## config.mk

```make
export PLATFORM = sky130hd
export DESIGN_NAME = imm_ram
export DESIGN_NICKNAME = d
export VERILOG_FILES = /design/src/integer_matrix_multiply_assert.svh /design/src/imm_ram.sv
export SDC_FILE = /design/constraint.sdc
export NUM_CORES = 2
export LEC_CHECK = 0
export ABC_AREA = 1
export BUFFER_PORTS_ARGS = -buffer_cell sky130_fd_sc_hd__buf_2
export CORE_ASPECT_RATIO = 2
export CORE_MARGIN = 4
export CORE_UTILIZATION = 40
export CTS_BUF_LIST = sky130_fd_sc_hd__clkbuf_4 sky130_fd_sc_hd__clkbuf_8
export DETAILED_ROUTE_END_ITERATION = 8
export SYNTH_ARGS = -nofsm -noshare
export SYNTH_HDL_FRONTEND = slang
export SYNTH_SLANG_ARGS = --single-unit
```

## constraint.sdc

```tcl
create_clock -name clk -period 6.08 [get_ports clk]
set_input_delay 0.304 -clock clk [delete_from_list [all_inputs] [get_ports clk]]
set_output_delay 0.304 -clock clk [all_outputs]
set_load 0.005 [all_outputs]
```

## src/integer_matrix_multiply_assert.svh

```systemverilog
// ---------------------------------------------------------------------------
// Assertion macros for the integer matrix multiplier
// Clocked property wrappers used by the RTL file that checks itself.
// ---------------------------------------------------------------------------
`ifndef INTEGER_MATRIX_MULTIPLY_ASSERT_SVH
`define INTEGER_MATRIX_MULTIPLY_ASSERT_SVH

// Check on every rising edge outside reset.
`define IMM_ASSERT(lbl, prop, msg) \
  lbl: assert property (@(posedge clk) disable iff (!rst_n) prop) else $error(msg);

// Check on every rising edge, reset included.
`define IMM_ASSERT_ALWAYS(lbl, prop, msg) \
  lbl: assert property (@(posedge clk) prop) else $error(msg);

`endif

```

## src/imm_ram.sv

```systemverilog
// ---------------------------------------------------------------------------
// Generic single-port-write RAM
// One write port, one read port, read data registered.
// ---------------------------------------------------------------------------
module imm_ram #(
  parameter int WIDTH = 32,
  parameter int DEPTH = 64
) (
  input  logic                     clk,
  input  logic                     we,
  input  logic [$clog2(DEPTH)-1:0] waddr,
  input  logic [WIDTH-1:0]         wdata,
  input  logic [$clog2(DEPTH)-1:0] raddr,
  output logic [WIDTH-1:0]         rdata
);

  logic [WIDTH-1:0] mem [DEPTH];

  always_ff @(posedge clk) begin
    if (we) begin
      mem[waddr] <= wdata;
    end
    rdata <= mem[raddr];
  end

endmodule

```

Word-level counts from Yosys, hierarchy flattened
Memories as Yosys holds them, arrays and structs flattened. A register that Yosys moved wholly into a read port is not among the register bits.
Index checks and enable logic that the tools add are counted.
W data, S select, Z words.
{ "totals": {"memories": 1, "mem_bits_rw": 2048, "output_inout_bits": 32, "elab_cells": 3, "in_bits": 46, "ff_bits": 0} }
{ "mem_list": {"columns": ["name", "depth", "word_bits", "read_ports", "rd_clocked_by_memory_dff", "wr", "line", "text"], "rows": [
  ["mem", 64, 32, 1, 1, 1, "imm_ram.sv:17", "logic [WIDTH-1:0] mem [DEPTH];"]
]} }
{ "classes": {"muxes": 2} }
{ "ops": {"columns": ["cell", "n"], "rows": [
  ["$mux W1", 2]
]} }

Longest topological paths before layout
{ "depth": {"depth_word": 2, "depth_mapped": 13, "mapped_depth_nobuf": 9} }

Least setup slack after synthesis
No wires, ideal clock.
{ "synth_path": {"kind": "input to register", "start": "input we", "end": "memory mem[48][0] (enable)", "cell_stages": 3, "setup_time_ps": 502, "t_required_ps": 5578, "arrival_time_ps": 3932, "path_slack_ps": 1646, "path_buffers": 1, "cell_sequence": "clkbuf_1 nand4_1 nor4_1"} }
{ "synth_via": {"elab_chain_cells": 2} }
{ "synth_lines": {"columns": ["item", "line", "text"], "rows": [
  ["start, declared", "imm_ram.sv:10", "input logic we,"],
  ["$mux W1", "imm_ram.sv:20", "if (we) begin"],
  ["$mux W1 (implied by the code)", "imm_ram.sv:21", "mem[waddr] <= wdata;"],
  ["end, declared", "imm_ram.sv:17", null]
]} }
Every way passes these cells.

Worst setup path in the final report
{ "layout_path": {"start": "input waddr[1]", "end": "memory mem[1][11] (enable)"} }
{ "layout_lines": {"columns": ["item", "line", "text"], "rows": [
  ["start, declared", "imm_ram.sv:11", "input logic [$clog2(DEPTH)-1:0] waddr,"]
]} }
No word-level cell before the write port.

==> flow_metrics.tcl <==
set metrics [dict create \
    outcome "complete, no violations" \
    grt_max_degree 200 \
    ys_seq_area_share_pct 75.1 \
    place_hpwl_mm 130 \
    synth_edf_count 2048 \
    seqPwrFrac_pct 56.8 \
    final_nets 6872 \
    cts_made_buffers 284 \
    startpoint_type "input port" \
    synth-main-ff-cell "edfxtp_1" \
    hold_violations 0 \
    internal_power_mw 21.5 \
    antenna_found_initial 16 \
    die_h_um 651 \
    multi_input_comb_area_mm2 0.0188 \
    synth.top_cell.area_share_pct 74.3 \
    grt_usage_pct 21.3 \
    final_util_pct 44.6 \
    pre_cts_ws_ns 2.68 \
    drc 0 \
    ctsResizeCount 0 \
    worstSetupEndpointType "register" \
    hold_class "in2reg" \
    synth_nets 6815 \
    grt_pass1_vias 53233 \
    period_needed_ns 3.13 \
    peakVddDrop_mv 0.156 \
    synth_cell_types 16 \
    fp.dieW_um 330 \
    critical_path_buf_inv_count 4 \
    synth.most_common_cell "nand2_1" \
    crit_path_max_fanout 19 \
    grt_overflow 0 \
    yosys_warnings 0 \
    core_area_mm2 0.205 \
    switching_share_pct 23.3 \
    pwr-share-clk_pct 37.0 \
    combPwrFrac_pct 6.2 \
    drv_cap 0 \
    placed_area_mm2 0.0861 \
    htreeDepth 5 \
    ys_seq_elements 2080 \
    worstSkewPairLatency_ns 0.92 \
    seqCellArea_mm2 0.0621 \
    path_cells "dlygate4sd3_1 > buf_2 > inv_1 > nand4_1 > nor2_4 > buf_4" \
    ctsLongestPathBuffers 4 \
    tightest_slew_ns 1.36 \
    max_clock_freq_mhz 320 \
    maxSlewViolCount 0 \
    rsz0062_at_grt "no" \
    initial_core_util_pct 40.3 \
    layout-drive-gt1-share_pct 10.2 \
    power.total_mw 28.1 \
    wl_per_cell_um 23.8 \
    cts-root-buf "clkbuf_8" \
    grt_pass1_wl_mm 343 \
    rows 235 \
    wl_mm 233 \
    drt_iter0_markers 4920 \
    cp.arrival_ns 3.71 \
    num_io_pins 78 \
    fin_cells 9769 \
    fillers 18698 \
    syn_avg_cell_area_um2 12.2 \
    fin_skew_ns 0.0422 \
    cp_slowest_stage_delay_ns 1.04 \
    worst_hold_slack_ns 0.0296 \
    port_buffers 77 \
    cts_tree "built" \
    die_area_mm2 0.215 \
    netlist_area_mm2 0.0827 \
    synthTopCellsByArea "edfxtp_1 74%, nand3_1 12%, nand2_1 10%" \
    vias 53288 \
    fin_setup_tns_ns 0 \
    routed_via_density 5.45 \
    synth_common_cells "2248 x nand2_1, 2048 x edfxtp_1, 1907 x nand3_1, 282 x buf_2, 77 x clkbuf_1" \
    areaGrowthSynthToFinish_pct 10.6 \
    gp_congestion 0.831 \
    setup_viol 0 \
    critical_path.slowest_cell "nor2_4" \
    required_ns 6.66 \
    power.leakage_nw 31.8 \
    net-switching-power_mw 6.54 \
    dp.cells 9262 \
    antenna_left 0 \
    relSlewSlack_pct 9.64 \
    async_flop_share_pct 0 \
    synthCells 6769 \
    synth_top_cell_by_area "edfxtp_1" \
    cp_top_family "simple AND/OR/NAND/NOR gates" \
    timing.final.ws_setup_ns 2.95 \
    dr.pass1.iters 6 \
    cts_sinks 2080 \
    criticalPathCategory "in2reg" \
    fin_crit_sh_pct 51.4 \
    powerDensity_mw_per_mm2 307 \
    fin_area_mm2 0.0915 \
    clkTransAtPathRegs_ns 0.07 \
]
## layer usage
metal	GRT usage (%)	part of all wire (%)
met3	2.72	5.9
met4	8.49	3.9
met5	0	0.032
met1	24.5	36
met2	39.7	54
## registers in the layout, summed over array words and instances (netlist names)
signal  count
mem      2048
rdata      32
## logic make-up (layout without fill, tap and decap cells)
kind of cell,after synthesis,count (layout),synth area share [%]
and+or+nand+nor,4228,4228,22.1
other,0,8,0
buffers and inverters,461,728,2.78
DFF,2080,2080,75.1
## area by class of cell
class                           instances  share of cell area (%)
Antenna cell                            8                  0.0219
Clock buffer                          391                    5.28
Clock inverter                        105                   0.581
Inverter                               12                  0.0902
Multi-Input combinational cell       4228                    20.5
Sequential cell                      2080                    67.9
Tap cell                             2725                    3.73
Timing Repair Buffer                  220                    1.88
## layout by cell type, fill, tap and decap left out, drive strengths merged, types with 9 or more instances in the layout
master and count:
clkbuf 391, nor2 56, nand4 9, inv 15, nand2 2248, clkinv 92
dfxtp 32, nand3 1907, buf 217, edfxtp 2048
## worst paths after layout
check / startpoint / to / slack, ns / cells past startpoint
worst min register to register: mem[46][19] / rdata[19] / 0.79 / 8
worst min-delay path: wdata[22] / mem[8][22] / 0.03 / 1
worst max register to register: mem[50][2] / rdata[2] / 4.51 / 8
worst max-delay path: waddr[1] / mem[1][11] / 2.95 / 6
## what timing repair did
| item | 4_1_cts | 5_1_grt |
|---|---|---|
| hold buffers | 3 | 0 |
| buffers inserted | 0 | 0 |
| hold endpoints to repair | 10 | 0 |
## power by group through the flow
stage / combinational [mW] / clock, mW / sequential (mW)
finish: 1.74 / 10.4 / 15.9
global route: 1.89 / 11.2 / 15.9
CTS: 1.74 / 10.6 / 16.0
detailed placement: 1.73 / 0 / 16.3
global placement: 1.71 / 0 / 16.3
floorplan: 0.975 / 0 / 16.2
No activity file was read; power rests on OpenSTA's default activity.
