[src/integer_matrix_multiply_assert.svh]
// ---------------------------------------------------------------------------
// Assertion macros for the integer matrix multiplier
// Clocked property wrappers used by the RTL file that checks itself.
// ---------------------------------------------------------------------------
`ifndef INTEGER_MATRIX_MULTIPLY_ASSERT_SVH
`define INTEGER_MATRIX_MULTIPLY_ASSERT_SVH

// Check on every rising edge outside reset.
`define IMM_ASSERT(lbl, prop, msg) \
  lbl: assert property (@(posedge clk) disable iff (!rst_n) prop) else $error(msg);

// Check on every rising edge, reset included.
`define IMM_ASSERT_ALWAYS(lbl, prop, msg) \
  lbl: assert property (@(posedge clk) prop) else $error(msg);

`endif

[src/imm_pkg.sv]
// ---------------------------------------------------------------------------
// Integer matrix multiplier package
// Shared widths, register indexes and the control word of the MAC unit.
// ---------------------------------------------------------------------------
package imm_pkg;

  localparam int ELEM_W    = 32;
  localparam int IDX_W     = 3;
  localparam int CFG_DIM_W = 4;
  localparam int CFG_IDX_W = 3;

  // configuration register indexes
  localparam logic [CFG_IDX_W-1:0] REG_ROWS_A = 3'd0;
  localparam logic [CFG_IDX_W-1:0] REG_COLS_A = 3'd1;
  localparam logic [CFG_IDX_W-1:0] REG_ROWS_B = 3'd2;
  localparam logic [CFG_IDX_W-1:0] REG_COLS_B = 3'd3;

  // tag that travels with each operand pair through the MAC unit
  typedef struct packed {
    logic valid;
    logic first;
    logic last;
  } mac_ctl_t;

endpackage

[src/imm_mac.sv]
// ---------------------------------------------------------------------------
// Integer matrix multiplier MAC unit
// Two-stage multiply-accumulate: registered product, then wrapped 32-bit sum.
// ---------------------------------------------------------------------------
module imm_mac (
  input  logic                      clk,
  input  logic                      rst_n,
  input  imm_pkg::mac_ctl_t         ctl_i,
  input  logic [imm_pkg::ELEM_W-1:0] a_i,
  input  logic [imm_pkg::ELEM_W-1:0] b_i,
  output logic [imm_pkg::ELEM_W-1:0] acc_o,
  output logic                      done_o
);
  import imm_pkg::*;

  logic [ELEM_W-1:0] prod_r, prod_nxt;
  mac_ctl_t          ctl_r;
  logic [ELEM_W-1:0] acc_r, acc_nxt;
  logic              done_r;

  // low word of the product is the same for signed and unsigned operands
  assign prod_nxt = a_i * b_i;
  assign acc_nxt  = ctl_r.first ? prod_r : acc_r + prod_r;

  always_ff @(posedge clk) begin
    if (!rst_n) begin
      ctl_r  <= '0;
      done_r <= 1'b0;
    end else begin
      ctl_r  <= ctl_i;
      done_r <= ctl_r.valid & ctl_r.last;
    end
  end

  always_ff @(posedge clk) begin
    prod_r <= prod_nxt;
    if (ctl_r.valid) begin
      acc_r <= acc_nxt;
    end
  end

  assign acc_o  = acc_r;
  assign done_o = done_r;

endmodule

[config.mk]
export PLATFORM = sky130hd
export DESIGN_NAME = imm_mac
export DESIGN_NICKNAME = d
export VERILOG_FILES = /design/src/integer_matrix_multiply_assert.svh /design/src/imm_pkg.sv /design/src/imm_mac.sv
export SDC_FILE = /design/constraint.sdc
export NUM_CORES = 1
export LEC_CHECK = 0
export BUFFER_PORTS_ARGS = -buffer_cell sky130_fd_sc_hd__buf_2
export CELL_PAD_IN_SITES_DETAIL_PLACEMENT = 1
export CELL_PAD_IN_SITES_GLOBAL_PLACEMENT = 2
export CORE_ASPECT_RATIO = 1.2
export CORE_MARGIN = 3
export CORE_UTILIZATION = 34
export CTS_CLUSTER_DIAMETER = 80
export DETAILED_ROUTE_END_ITERATION = 7
export PLACE_DENSITY_LB_ADDON = 0.1
export SLEW_MARGIN = 20
export SYNTH_ARGS = -nofsm -noshare
export SYNTH_HDL_FRONTEND = slang
export SYNTH_SLANG_ARGS = --single-unit
[constraint.sdc]
create_clock -name clk -period 5.9 [get_ports clk]
set_input_delay 0.295 -clock clk [delete_from_list [all_inputs] [get_ports clk]]
set_output_delay 0.295 -clock clk [all_outputs]
set_load 0.1 [all_outputs]
# --- Word level (Yosys, flattened, before mapping) ---
# Cells that the tools add are included.
word_totals:
  output_inout_bits: 33
  regBits: 68
  word_cells: 10
op_classes:
  multipliers: 1
  n_addsub: 1
  bitwise_logic: 1
  n_mux: 1
op_table:
  columns: ["op", "count"]
  rows:
  - ["$add 32x32->32", 1]
  - ["$mul 32x32->32", 1]
  - ["$mux 32", 1]
  - ["$and 1x1->1", 1]

# --- Logic depth before layout (Yosys ltp) ---
depth:
  word_depth: 2
  ltp_mapped: 27

# --- Worst setup path after synthesis ---
# Ideal clock, no wire load.
synth_timing:
  kind: "input -> register"
  start: "in b_i[2] in the netlist's numbering"
  end: "reg prod_r[27]"
  setup_ns: 0.072
  required_time_ns: 5.828
  stages: 23
  arrival_time_ns: 6.461
  path_slack_ns: -0.633
  n_path_buf: 2
  path_cell_list: "clkbuf_1 clkbuf_1 and2_1 fa_1 inv_1 fa_1 fa_1 fa_1 inv_1 fa_1 inv_1 fa_1 inv_1 fa_1 fa_1 ha_1 a21o_1 a21o_1 a21oi_1 nor2b_1 or3_1 a221oi_1 xnor2_1"
synth_between:
  elab_chain_cells: 1
synth_rtl:
  columns: ["element", "line_no", "source"]
  rows:
  - ["start: declaration", "imm_mac.sv:10", "input logic [imm_pkg::ELEM_W-1:0] b_i,"]
  - ["$mul 32x32->32", "imm_mac.sv:22", "assign prod_nxt = a_i * b_i;"]
  - ["net prod_nxt[27]", "imm_mac.sv:16", "logic [ELEM_W-1:0] prod_r, prod_nxt;"]
  - ["end signal: assignment", "imm_mac.sv:36", "prod_r <= prod_nxt;"]
  - ["end: declaration", "imm_mac.sv:16", null]
# The timed path passes the listed nets, and every way through them passes these cells.
# A chain may end at the register's enable or synchronous reset.

# --- Worst setup path in the final report ---
layout_timing:
  start: "in b_i[4] in the netlist's numbering"
  end: "reg prod_r[26]"
# Same word-level chain as after synthesis.

==> run metrics <==
fin crit share=1.05; crit-path most repeated cell=fa_1; hold buffers post-CTS=0; Vias=14759; root buffer cell=clkbuf_16; Yosys top cell by area=fa_1; top_reg_cell synth=dfxtp_1; Worst Clk Skew=around 7.5 ps; crit path time final=6200 ps; DRT Pass-1 Iters=5; Synth Area in XOR/XNOR=0.0517; global-route wire length before repair=between 100 and 150 mm; failing checks=setup timing; Yosys reg bits=68; Total Wirelength=about 65 mm; area fraction in compound gates after synthesis=0.0603; top cells by area, synth=fa_1 43%, ha_1 10%, and2_1 9.0%; CP Data Required Time=about 6100 ps; gp weighted congestion=0.887; worst setup margin=-301 ps; vias in the first global route=17457; Iter 0 DRT Violations=402; WP data arrival=6420 ps; Post-synth EDFFs=32; GRT Util Overall=0.225; ys async rst share=0; die span in x=223 um; HP Class=input port to flip-flop; YS warnings=0; Pins Over Slew Limit=0; Synth top area share=0.428; Num CTS Buffers=9; measured slew at the worst slew-check pin=630 ps; Routed Antenna Nets=0; met2 WL=35.6 mm; port buffer count=101; CTS tree=yes; Max clock buf depth=2; Final setup viols=9; largest family of logic cells by synthesized area=adder cells; Critical Path Start Type=input port; largest net degree at the start of global routing=64; Syn Inst Count=2085; syn avg cell area=9.18 sq um; clk_lat worst skew=340 ps; Max Used Layer=met4; max capacitance violation total=0; Die Span Y=266 um; Filler Cell Count=6389; Mapped Area=about 19000 sq um; Final Hold Fails=0; # clock sinks=68; die area=59200 sq um; CP Cell Sequence=buf_12 -> buf_6 -> buf_12 -> and2_4 -> fa_1 -> inv_2 -> fa_2 -> fa_1 -> fa_2 -> inv_2 -> fa_1 -> ha_1 -> fa_1 -> fa_1 -> ha_4 -> buf_6 -> and4_4 -> o211ai_1 -> a311oi_2 -> buf_4 -> a21oi_4 -> o21bai_1 -> a21oi_2 -> xnor2_1; WS Path Type=input port to flip-flop; Overflow after GRT=0; DP Wirelength=around 56 mm; Initial Utilization=0.346; relative slew slack=0.576; dpl ws=-924 ps; fin nets=around 3000; WL met1=25.3 mm; outcome=complete, but fails checks; RSZ-0062 raised after global routing=yes; drt drc=0; post-DR wirelength/cell=20.9 um; Simple-Gate Fraction of Synth Area=0.170; area grow syn2layout=25.0%; Post-Syn Nets=~2700; Adder-Cell Fraction of Synth Area=0.528; crit-path max FO=8; Netlist cell types=54; CTS H-Tree Depth=3; highest cell delay on the worst timing path=550 ps; Boundary Pins=102; Clock transition at path regs=about 60 ps; slowest CP cell=fa_2; sequential area share after synthesis=0.0878; Met3 Routed Length=1.49 mm; proportion of synthesized area in mux cells=0.00274; initial antenna violation count=0; CP endpoint kind=flip-flop; CORE AREA=55300 sq um; number of vias per cell=4.76; Max Clk Rate=about 160 MHz; Std-Cell Rows=94; share of layout cells above drive strength 1=0.228
-- cells in the final DEF (no fill, tap or decap), drive strengths merged, types with 32 or more instances in the layout --
cell,netlist,routed
xnor2,82,82
ha,154,154
buf,3,372
and2,275,275
a21oi,50,50
nand2,298,298
inv,408,408
dfxtp,36,36
edfxtp,32,32
fa,409,409
o21ai,46,46
-- worst paths after layout --
check / endpoint / slack (ps) / cells after the start / start
max: prod_r[26] / -300 / 24 / b_i[4]
min: ctl_r[1] / 160 / 2 / ctl_i[1]
max reg2reg: acc_o[30] / 2400 / 12 / acc_o[0]
min reg2reg: done_o / 450 / 1 / ctl_r[0]
-- routing by layer --
layer / track usage / vias up
li1: - / 6835
met5: 0 / -
met4: 0.0767 / 0
met3: 0.0194 / 75
met1: 0.254 / 7653
met2: 0.439 / 196
-- repair_timing --
item                       in CTS  in global routing
setup endpoints to repair      10                 14
cloned                          1                  0
pin swaps                      77                112
gates resized for setup       156                102
buffers inserted               29                 14
-- worst max-delay path, delay by kind of cell --
kind                     cells  cell delay (ps)
AO/OA/AOI/OAI                5              810
XOR/XNOR                     1              130
adder cells (fa/ha/maj)      9             4090
buffers and inverters        7              710
AND/OR/NAND/NOR              2              380
-- cell type report --
class / count / area (sq um) / area share
well taps: 720 / 901 / 0.0377
flip-flops and latches: 68 / 1680 / 0.0703
repair buffers: 374 / 3330 / 0.139
clock buffers: 10 / 229 / 0.00957
multi-input cells: 1512 / 16200 / 0.678
diodes: 1 / 2.50 / 0.000105
clock inverters: 6 / 31.3 / 0.00131
inverters: 408 / 1530 / 0.0640
-- stage by stage --
stage / utilization / cell area, sq um / hold slack, ps / setup TNS, ps / cells
6_report: 0.433 / 23900 / 160 / -1660 / 3099
5_1_grt: 0.433 / 23900 / 163 / -3520 / 3098
4_1_cts: 0.424 / 23400 / 136 / -1740 / 3085
3_5_place_dp: 0.403 / 22300 / 448 / -9120 / 3039
3_3_place_gp: 0.403 / 22300 / 439 / -8300 / 3039
2_1_floorplan: - / 19400 / 417 / -2330 / 2085
-- cell usage after synthesis (10+ instances only) --
cell and number:
fa_1 409, inv_1 408, nand2_1 298, and2_1 275, ha_1 154, clkbuf_1 94, xnor2_1 82, a21oi_1 50
o21ai_0 46, dfxtp_1 36, edfxtp_1 32, xor2_1 31, nor2_1 30, a21o_1 18, o21a_1 12, nand3_1 10
-- cells by family (layout without fill, tap and decap cells) --
logic type / Yosys count / count (layout)
simple gates: 653 / 653
fa+ha+maj: 563 / 563
buf+inv: 505 / 798
compound gates: 178 / 178
xor+xnor: 113 / 113
flops: 68 / 68
mux: 5 / 5
other cells: 0 / 1
-- flip-flops by register name, summed over array words and instances (netlist names) --
name    flops
prod_r     32
acc_o      32
done_o      1
ctl_r       3
Power is not shown: default switching activity piles up to over one toggle a cycle in this logic, so the estimate is an artifact.
